## config.mk

```make
export PLATFORM = sky130hd
export DESIGN_NAME = api_frame_deframer_checksum_core_flat
export DESIGN_NICKNAME = d
export VERILOG_FILES = /design/src/design/afdc_pkg.sv /design/src/design/afdc_if.sv /design/src/design/api_frame_deframer_checksum_core.sv /design/src/design/afdc_framer.sv /design/src/design/afdc_out_stage.sv /design/src/flat_wrapper.sv
export SDC_FILE = /design/constraint.sdc
export NUM_CORES = 1
export LEC_CHECK = 0
export ABC_AREA = 0
export BUFFER_PORTS_ARGS = -buffer_cell sky130_fd_sc_hd__buf_2
export CORE_UTILIZATION = 40
export CTS_BUF_LIST = sky130_fd_sc_hd__clkbuf_16
export CTS_CLUSTER_DIAMETER = 60
export DETAILED_ROUTE_END_ITERATION = 10
export PLACE_DENSITY = 0.69
export SLEW_MARGIN = 0
export SYNTH_ARGS = -nofsm -noshare
export SYNTH_HDL_FRONTEND = slang
export SYNTH_SLANG_ARGS = --single-unit
```

## constraint.sdc

```tcl
create_clock -name clk -period 3.4 [get_ports clk]
set_clock_uncertainty 0.15 [all_clocks]
set_input_delay 0.51 -clock clk [delete_from_list [all_inputs] [get_ports clk]]
set_output_delay 0.51 -clock clk [all_outputs]
set_load 0.005 [all_outputs]
```

## src/design/afdc_pkg.sv

```systemverilog
// shared types and constants for the api frame deframer with checksum
package afdc_pkg;

    localparam logic [7:0]  START_BYTE      = 8'h7E;
    localparam logic [7:0]  SUM_BASE        = 8'hFF;
    localparam logic [15:0] MAX_LEN_DEFAULT = 16'd124;

    typedef enum logic [1:0] {
        PH_HUNT   = 2'd0,
        PH_LEN_HI = 2'd1,
        PH_LEN_LO = 2'd2,
        PH_BODY   = 2'd3
    } phase_t;

    typedef struct packed {
        logic [7:0] frame_byte;
        logic       first_of_frame;
        logic       last_of_frame;
        logic       frame_good;
        logic       previous_aborted;
    } result_t;

endpackage

```

## src/design/afdc_if.sv

```systemverilog
// valid/ready stream interfaces for received bytes and frame bytes
interface afdc_byte_if;
    logic       valid;
    logic       ready;
    logic [7:0] rx_byte;

    modport source (output valid, output rx_byte, input ready);
    modport sink (input valid, input rx_byte, output ready);
endinterface

interface afdc_frame_if;
    logic       valid;
    logic       ready;
    logic [7:0] frame_byte;
    logic       first_of_frame;
    logic       last_of_frame;
    logic       frame_good;
    logic       previous_aborted;

    modport source (
        output valid, output frame_byte, output first_of_frame, output last_of_frame,
        output frame_good, output previous_aborted, input ready
    );
    modport sink (
        input valid, input frame_byte, input first_of_frame, input last_of_frame,
        input frame_good, input previous_aborted, output ready
    );
endinterface

```

## src/design/api_frame_deframer_checksum_core.sv

```systemverilog
// top level of the api frame deframer: input register, framer, result register
// a received byte is held in the input register, then its frame byte in the result register
// throughput: one byte per cycle while no stall holds the input register; the framer state updates once per byte
// a stall on the result side holds an input byte that has a result, and the input register then drops ready
// reset: asynchronous active low; framer hunts for the start byte, max length is 124
// bytes other than the start byte seen while hunting produce no request on the frame stream
module api_frame_deframer_checksum_core
(
    input  logic          clk,
    input  logic          rst_n,
    input  logic          cfg_write_en,
    input  logic [15:0]   cfg_write_data,
    afdc_byte_if.sink     byte_stream,
    afdc_frame_if.source  frame_stream
);
    import afdc_pkg::*;

    logic        in_valid_reg;
    logic [7:0]  in_byte_reg;
    logic [15:0] max_body_length_reg;
    logic        emit;
    logic        out_free;
    logic        advance;
    result_t     result;

    // a byte with no result leaves even while the output is stalled
    assign advance = in_valid_reg && (!emit || out_free);
    assign byte_stream.ready = !in_valid_reg || advance;

    always_ff @(posedge clk or negedge rst_n)
    begin
        if (!rst_n)
        begin
            in_valid_reg        <= 1'b0;
            max_body_length_reg <= MAX_LEN_DEFAULT;
        end
        else
        begin
            if (byte_stream.ready)
            begin
                in_valid_reg <= byte_stream.valid;
            end
            if (cfg_write_en)
            begin
                max_body_length_reg <= cfg_write_data;
            end
        end
    end

    always_ff @(posedge clk)
    begin
        if (byte_stream.ready && byte_stream.valid)
        begin
            in_byte_reg <= byte_stream.rx_byte;
        end
    end

    afdc_framer u_framer
    (
        .clk             (clk),
        .rst_n           (rst_n),
        .advance         (advance),
        .rx_byte         (in_byte_reg),
        .max_body_length (max_body_length_reg),
        .emit            (emit),
        .result          (result)
    );

    afdc_out_stage u_out_stage
    (
        .clk          (clk),
        .rst_n        (rst_n),
        .load         (advance && emit),
        .result       (result),
        .free         (out_free),
        .frame_stream (frame_stream)
    );

    a_good_needs_last: assert property (@(posedge clk) disable iff (!rst_n)
        frame_stream.valid && frame_stream.frame_good |-> frame_stream.last_of_frame)
        else $error("frame_good without last_of_frame");

    a_abort_on_first: assert property (@(posedge clk) disable iff (!rst_n)
        frame_stream.valid && frame_stream.previous_aborted |-> frame_stream.first_of_frame)
        else $error("previous_aborted on a byte that is not a start byte");

    a_first_not_last: assert property (@(posedge clk) disable iff (!rst_n)
        frame_stream.valid && frame_stream.first_of_frame |-> !frame_stream.last_of_frame)
        else $error("start byte marked as last of frame");

    a_held_byte_kept: assert property (@(posedge clk) disable iff (!rst_n)
        in_valid_reg && !advance |=> in_valid_reg && $stable(in_byte_reg))
        else $error("stalled input byte lost");

endmodule

```

## src/design/afdc_framer.sv

```systemverilog
// framing state machine: length capture, body count, running sum and checksum test
module afdc_framer
(
    input  logic                    clk,
    input  logic                    rst_n,
    input  logic                    advance,
    input  logic [7:0]              rx_byte,
    input  logic [15:0]             max_body_length,
    output logic                    emit,
    output afdc_pkg::result_t       result
);
    import afdc_pkg::*;

    phase_t      phase_reg, phase_next;
    logic [15:0] body_length_reg, body_length_next;
    logic [15:0] body_count_reg, body_count_next;
    logic [7:0]  running_sum_reg, running_sum_next;
    logic [15:0] full_length;

    assign full_length = {body_length_reg[15:8], rx_byte};

    always_ff @(posedge clk or negedge rst_n)
    begin
        if (!rst_n)
        begin
            phase_reg       <= PH_HUNT;
            body_length_reg <= '0;
            body_count_reg  <= '0;
            running_sum_reg <= '0;
        end
        else if (advance)
        begin
            phase_reg       <= phase_next;
            body_length_reg <= body_length_next;
            body_count_reg  <= body_count_next;
            running_sum_reg <= running_sum_next;
        end
    end

    always_comb
    begin
        phase_next       = phase_reg;
        body_length_next = body_length_reg;
        body_count_next  = body_count_reg;
        running_sum_next = running_sum_reg;
        emit             = 1'b1;
        result           = '{frame_byte: rx_byte, default: 1'b0};

        if (rx_byte == START_BYTE)
        begin
            // a delimiter restarts framing in any phase
            phase_next              = PH_LEN_HI;
            body_length_next        = '0;
            body_count_next         = '0;
            running_sum_next        = '0;
            result.first_of_frame   = 1'b1;
            result.previous_aborted = (phase_reg != PH_HUNT);
        end
        else
        begin
            case (phase_reg)
                PH_HUNT:
                begin
                    emit = 1'b0;
                end
                PH_LEN_HI:
                begin
                    body_length_next = {rx_byte, 8'h00};
                    phase_next       = PH_LEN_LO;
                end
                PH_LEN_LO:
                begin
                    body_count_next  = '0;
                    running_sum_next = '0;
                    if (full_length > max_body_length)
                    begin
                        phase_next           = PH_HUNT;
                        body_length_next     = '0;
                        result.last_of_frame = 1'b1;
                    end
                    else
                    begin
                        phase_next       = PH_BODY;
                        body_length_next = full_length;
                    end
                end
                PH_BODY:
                begin
                    if (body_count_reg < body_length_reg)
                    begin
                        running_sum_next = running_sum_reg + rx_byte;
                        body_count_next  = body_count_reg + 16'd1;
                    end
                    else
                    begin
                        // checksum byte closes the frame
                        phase_next           = PH_HUNT;
                        body_length_next     = '0;
                        body_count_next      = '0;
                        running_sum_next     = '0;
                        result.last_of_frame = 1'b1;
                        result.frame_good    = (rx_byte == (SUM_BASE - running_sum_reg));
                    end
                end
                default:
                begin
                    emit = 1'b0;
                end
            endcase
        end
    end

endmodule

```

## src/design/afdc_out_stage.sv

```systemverilog
// result register driving the frame byte stream
module afdc_out_stage
(
    input  logic                clk,
    input  logic                rst_n,
    input  logic                load,
    input  afdc_pkg::result_t   result,
    output logic                free,
    afdc_frame_if.source        frame_stream
);
    import afdc_pkg::*;

    logic    valid_reg;
    result_t data_reg;

    assign free = !valid_reg || frame_stream.ready;

    always_ff @(posedge clk or negedge rst_n)
    begin
        if (!rst_n)
        begin
            valid_reg <= 1'b0;
        end
        else if (free)
        begin
            valid_reg <= load;
        end
    end

    always_ff @(posedge clk)
    begin
        if (free && load)
        begin
            data_reg <= result;
        end
    end

    assign frame_stream.valid            = valid_reg;
    assign frame_stream.frame_byte       = data_reg.frame_byte;
    assign frame_stream.first_of_frame   = data_reg.first_of_frame;
    assign frame_stream.last_of_frame    = data_reg.last_of_frame;
    assign frame_stream.frame_good       = data_reg.frame_good;
    assign frame_stream.previous_aborted = data_reg.previous_aborted;

endmodule
```

## src/flat_wrapper.sv

```systemverilog
// flat-port wrapper written by rule: the top's interface ports become plain ports
module api_frame_deframer_checksum_core_flat import afdc_pkg::*;
  (clk, rst_n, cfg_write_en, cfg_write_data, byte_stream_valid, byte_stream_rx_byte, byte_stream_ready, frame_stream_valid, frame_stream_frame_byte, frame_stream_first_of_frame, frame_stream_last_of_frame, frame_stream_frame_good, frame_stream_previous_aborted, frame_stream_ready);
  afdc_byte_if byte_stream_i ();
  afdc_frame_if frame_stream_i ();
  input  logic clk;
  input  logic rst_n;
  input  logic cfg_write_en;
  input  logic [15:0] cfg_write_data;
  input wire logic [$bits(byte_stream_i.valid)-1:0] byte_stream_valid;
  input wire logic [$bits(byte_stream_i.rx_byte)-1:0] byte_stream_rx_byte;
  output wire logic [$bits(byte_stream_i.ready)-1:0] byte_stream_ready;
  output wire logic [$bits(frame_stream_i.valid)-1:0] frame_stream_valid;
  output wire logic [$bits(frame_stream_i.frame_byte)-1:0] frame_stream_frame_byte;
  output wire logic [$bits(frame_stream_i.first_of_frame)-1:0] frame_stream_first_of_frame;
  output wire logic [$bits(frame_stream_i.last_of_frame)-1:0] frame_stream_last_of_frame;
  output wire logic [$bits(frame_stream_i.frame_good)-1:0] frame_stream_frame_good;
  output wire logic [$bits(frame_stream_i.previous_aborted)-1:0] frame_stream_previous_aborted;
  input wire logic [$bits(frame_stream_i.ready)-1:0] frame_stream_ready;
  assign byte_stream_i.valid = byte_stream_valid;
  assign byte_stream_i.rx_byte = byte_stream_rx_byte;
  assign byte_stream_ready = byte_stream_i.ready;
  assign frame_stream_valid = frame_stream_i.valid;
  assign frame_stream_frame_byte = frame_stream_i.frame_byte;
  assign frame_stream_first_of_frame = frame_stream_i.first_of_frame;
  assign frame_stream_last_of_frame = frame_stream_i.last_of_frame;
  assign frame_stream_frame_good = frame_stream_i.frame_good;
  assign frame_stream_previous_aborted = frame_stream_i.previous_aborted;
  assign frame_stream_i.ready = frame_stream_ready;
  api_frame_deframer_checksum_core u_core (.clk(clk), .rst_n(rst_n), .cfg_write_en(cfg_write_en), .cfg_write_data(cfg_write_data), .byte_stream(byte_stream_i), .frame_stream(frame_stream_i));
endmodule
```

==> Word-level counts from Yosys, hierarchy flattened <==
Index checks and enable logic that the tools add are counted.
{ "totals": {"ff_bits": 80, "out_inout_bits": 14, "wordCells": 65} }
{ "classes": {"n_addsub": 3, "n_lt_le_gt_ge": 2, "n_eq_ne": 7, "n_mux": 20, "bitwise": 1, "n_reduce_logical": 18} }
{ "ops": {"columns": ["cell", "n"], "rows": [
  ["$mux W16", 5],
  ["$pmux W16 S3", 1],
  ["$pmux W16 S2", 1],
  ["$add A16 B1 Y16 const B", 1],
  ["$gt A16 B16 Y1", 1],
  ["$lt A16 B16 Y1", 1],
  ["$mux W8", 2],
  ["$pmux W8 S2", 1],
  ["$add A8 B8 Y8", 1],
  ["$eq A8 B7 Y1 const B", 1],
  ["$eq A8 B8 Y1", 1],
  ["$mux W2", 4],
  ["$sub A8 B8 Y8 const A", 1],
  ["$ne A3 B3 Y1 const B", 2],
  ["$pmux W2 S3", 1],
  ["$eq A2 B2 Y1 const B", 2],
  ["$logic_and A1 B1 Y1", 4],
  ["$mux W1", 4],
  ["$reduce_and A4 Y1", 1],
  ["$reduce_bool A4 Y1", 1],
  ["$logic_not A1 Y1", 3],
  ["$logic_or A1 B1 Y1", 3],
  ["$reduce_and A3 Y1", 1],
  ["$reduce_bool A3 Y1", 1],
  ["other kinds (7)", 7]
]} }

==> Logic depth before layout (Yosys ltp) <==
{ "depth": {"depth_word": 8, "ltp_mapped": 9, "mapped_depth_nobuf": 8} }

==> By module <==
A second synthesis with hierarchy kept.
{ "hier_totals": {"hier_cells": 394, "hier_area_um2": 4430.5} }
{ "by_module_without_submodules": {"columns": ["module", "n_inst", "cells_per_inst", "area_each_um2", "seq_area_each_um2"], "rows": [
  ["afdc_framer", 1, 329, 3057.9, 1051.0],
  ["api_frame_deframer_checksum_core", 1, 49, 958.4, 671.9],
  ["afdc_out_stage", 1, 16, 414.1, 385.4]
]} }

==> Worst setup path before layout <==
No wires, ideal clock.
{ "synth_timing": {"kind": "flip-flop to flip-flop", "start": "register u_core.u_framer.body_length_reg[15]", "end": "register u_core.u_framer.body_length_reg[6]", "setup_ns": 0.095, "arrival_time_ns": 2.098, "t_required_ns": 3.155, "path_slack_ns": 1.057, "path_stages_with_launch": 9, "path_cell_list": "dfrtp_1 ha_1 nand4_1 nor3_1 or4_4 a211oi_2 o21ai_2 buf_6 o31ai_1"} }
{ "synth_via": {"elab_chain_len": 4} }
{ "synth_rtl": {"columns": ["item", "line", "source"], "rows": [
  ["start: declaration", "afdc_framer.sv:15", "logic [15:0] body_length_reg, body_length_next;"],
  ["start signal: assignment", "afdc_framer.sv:34", "body_length_reg <= body_length_next;"],
  ["$gt A16 B16 Y1", "afdc_framer.sv:75", "if (full_length > max_body_length)"],
  ["$mux W16", "afdc_framer.sv:75", null],
  ["$pmux W16 S3", "afdc_framer.sv:61", "case (phase_reg)"],
  ["$mux W16", "afdc_framer.sv:49", "if (rx_byte == START_BYTE)"]
]} }
Several ways; a longest one is shown, not always the timed one. The select of a mux whose other input is x is not followed.
A chain may end at the register's enable or synchronous reset.

==> Worst setup path after layout <==
{ "layout_timing": {"start": "register u_core.in_byte_reg[2]", "end": "output byte_stream_ready"} }
{ "layout_via": {"elab_chain_len": 6} }
{ "layout_rtl": {"columns": ["item", "line", "source"], "rows": [
  ["start: declaration", "api_frame_deframer_checksum_core.sv:19", "logic [7:0] in_byte_reg;"],
  ["start signal: assignment", "api_frame_deframer_checksum_core.sv:54", "in_byte_reg <= byte_stream.rx_byte;"],
  ["$eq A8 B7 Y1", "afdc_framer.sv:49", null],
  ["$mux W1", "afdc_framer.sv:49", null],
  ["$logic_not A1 Y1", "api_frame_deframer_checksum_core.sv:27", "assign advance = in_valid_reg && (!emit || out_free);"],
  ["$logic_or A1 B1 Y1", "api_frame_deframer_checksum_core.sv:27", null],
  ["$logic_and A1 B1 Y1", "api_frame_deframer_checksum_core.sv:27", null],
  ["$logic_or A1 B1 Y1", "api_frame_deframer_checksum_core.sv:28", "assign byte_stream.ready = !in_valid_reg || advance;"],
  ["end: declaration", "flat_wrapper.sv:12", "output wire logic [$bits(byte_stream_i.ready)-1:0] byte_stream_ready;"]
]} }
No other way between the ends.

==> impl_metrics.yaml <==
detailed_routing:
  wirelength_um: 9960
  avgRoutedWirePerCell_um: 15.6
  drt_pass1_iterations: 4
  vias_per_cell: 5.39
  drt_iter0_markers: 180
  drc: 0
  ant_nets: 0
  via_count: 3447
sta:
  max_freq_mhz: 349
  worst_slack_ns: 0.532
  rsz0062_at_grt: "false"
  final.period_utilization: 0.843
  setup_viol: 0
  holdWs_ns: 0.183
  slew_violations: 0
  max-slew-margin-rel: 0.335
  hold_viol_final: 0
  timing.final.crit_period_ns: 2.87
  final.setup.tns_ns: 0
  max_slew.worst_pin.slew_ns: 0.998
global_routing:
  grt_max_degree: 44
  first_global_vias: 3323
  grt_pass1_wl_um: 16500
  grtUsageTotal: 0.187
  antenna_found_initial: 0
  overflow: 0
clock_tree:
  hold_buffers: 0
  clkLatencyLatePin_ns: 0.35
  cts-root-buf: "clkbuf_16"
  postCtsSetupBuffers: 0
  cts_resized: 0
  cts_tree: "yes"
  clock_path_buffers: 2
  cts.sinks: 80
  cts_buffers: 9
  clk_pin_slew_ns: 0.07
  htree_levels: 3
power_and_ir_drop:
  swShare: 0.366
  pwr-share-clk: 0.284
  cellLeakagePower_nw: 2.45
  ir_worst_vdd_uv: 351
  pwr-share-seq: 0.379
  p_int_w: 0.00228
  combinationalPowerShare: 0.337
  switchingPower_w: 0.00132
  powerDensity_nw_per_um2: 698
synthesis:
  synthTopCellsByCount: "56 x nand2_1, 55 x dfrtp_1, 46 x inv_1"
  synth_edf_count: 20
  synth_area_leaders: "dfrtp_1 31%, edfxtp_1 13%, ha_1 11%"
  yosysWarnings: 0
  async_flop_share: 0.750
  yosysUniqueCellTypes: 59
  avgSynthCellArea_um2: 9.98
  synth.yosys.seq_area_share: 0.470
  ys.flop_type: "dfrtp_1"
  synth_area_um2: 4490
  synth_top_area_frac: 0.307
  ys_ff_latch: 80
  synth_most_common_cell: "nand2_1"
  synth.net_count: 519
  yosys.area.top_type: "dfrtp_1"
  syn_inst: 450
place:
  place.gp.congestion: 0.802
  place_area_um2: 4850
  post-place-ws_ns: 0.582
  hpwl_um: 7220
  port_buffers: 42
worst_setup_path:
  required_ns: 2.74
  start_kind: "flop"
  end_kind: "primary output"
  arrival_ns: 2.21
  path_class: "flop to primary output"
  path_max_fanout: 8
floorplanning:
  rows: 38
  die_h_um: 108
  die-area_um2: 11700
  core_region_area_um2: 10900
  io_pins: 43
  start_util: 0.412
  fp.dieW_um: 108
outcome:
  outcome: "finished clean"
cells_and_area:
  fill_cells: 985
  antenna_cells: 0
  drive_above_1_share: 0.176
  register_area_um2: 2110
  nets: 564
  synthToLayoutAreaGrowth_pct: 14.9
  multi_input_area_um2: 2120
  postLayoutCellArea_um2: 5160
flow_run:
  drv_cap: 0
worst_hold_path:
  hp-class: "primary input to asynchronous set/reset pin"
critical path, cell delays in order (launching register included):
cell and delay (ns):
edfxtp_1 0.58, nand2_1 0.09, or4_1 0.67, a211o_1 0.37, buf_2 0.14
cell families after synthesis:
family / synth area share
and+or+nand+nor: 0.159
AOI/OAI and AO/OA: 0.163
DFF: 0.470
buffers and inverters: 0.0577
adders and majority gates: 0.113
xor gates and xnor gates: 0.0215
muxes: 0.0162
routing by layer:
metal | up-vias | part of all wire | track usage
li1 | 1694 | - | -
met1 | 1674 | 0.47 | 0.252
met2 | 67 | 0.47 | 0.293
met3 | 12 | 0.039 | 0.0434
met4 | 0 | 0.014 | 0.0675
met5 | - | 0 | 0
cell usage in the layout, fill, tap and decap left out, drive strengths merged, types with 10 or more instances in the layout:
master / Yosys / layout
o31ai: 10 / 10
o21ai: 42 / 42
nand3: 22 / 22
edfxtp: 20 / 20
nand2: 56 / 56
ha: 39 / 39
nor2: 19 / 19
a21o: 11 / 11
inv: 46 / 50
dfrtp: 55 / 55
a21oi: 22 / 22
buf: 9 / 50
stage by stage:
stage	util	power (W)	cells
2_1_floorplan	-	0.00226	450
3_3_place_gp	0.445	0.00254	624
3_5_place_dp	0.445	0.00259	624
4_1_cts	0.474	0.00363	640
5_1_grt	0.474	0.00384	640
6_report	0.474	0.00360	640
final timing paths:
kind,from,slack (ns),end,cells after the start
max in group asynchronous,rst_n,2.10,u_core.u_framer.body_count_reg[1]$_DFFE_PN0P_,2
min in group clk,byte_stream_rx_byte[2],0.18,u_core.in_byte_reg[2]$_DFFE_PP_,1
hold reg to reg,u_core.u_framer.running_sum_reg[2]$_DFFE_PN0P_,0.33,u_core.u_framer.running_sum_reg[2]$_DFFE_PN0P_,2
setup reg to reg,u_core.max_body_length_reg[5]$_DFFE_PN1P_,0.55,u_core.u_framer.body_length_reg[14]$_DFFE_PN0P_,8
setup / recovery,u_core.in_byte_reg[2]$_DFFE_PP_,0.53,byte_stream_ready,4
hold / removal,rst_n,0.18,u_core.max_body_length_reg[9]$_DFFE_PN0P_,1
power groups by stage:
stage / clock network [W] / registers (W) / logic, W
2_1_floorplan: 0 / 0.00134 / 0.000920
3_3_place_gp: 0 / 0.00137 / 0.00116
3_5_place_dp: 0 / 0.00138 / 0.00121
4_1_cts: 0.00104 / 0.00136 / 0.00122
5_1_grt: 0.00108 / 0.00139 / 0.00137
6_report: 0.00102 / 0.00136 / 0.00122
layout make-up:
class / count / area share
sequential: 80 / 0.409
timing repair buffer: 50 / 0.0524
clock buffer: 9 / 0.0436
tap: 140 / 0.0339
multi-input combinational: 308 / 0.411
clock inverter: 7 / 0.0167
inverter: 46 / 0.0335
No activity file was read; power rests on OpenSTA's default activity.
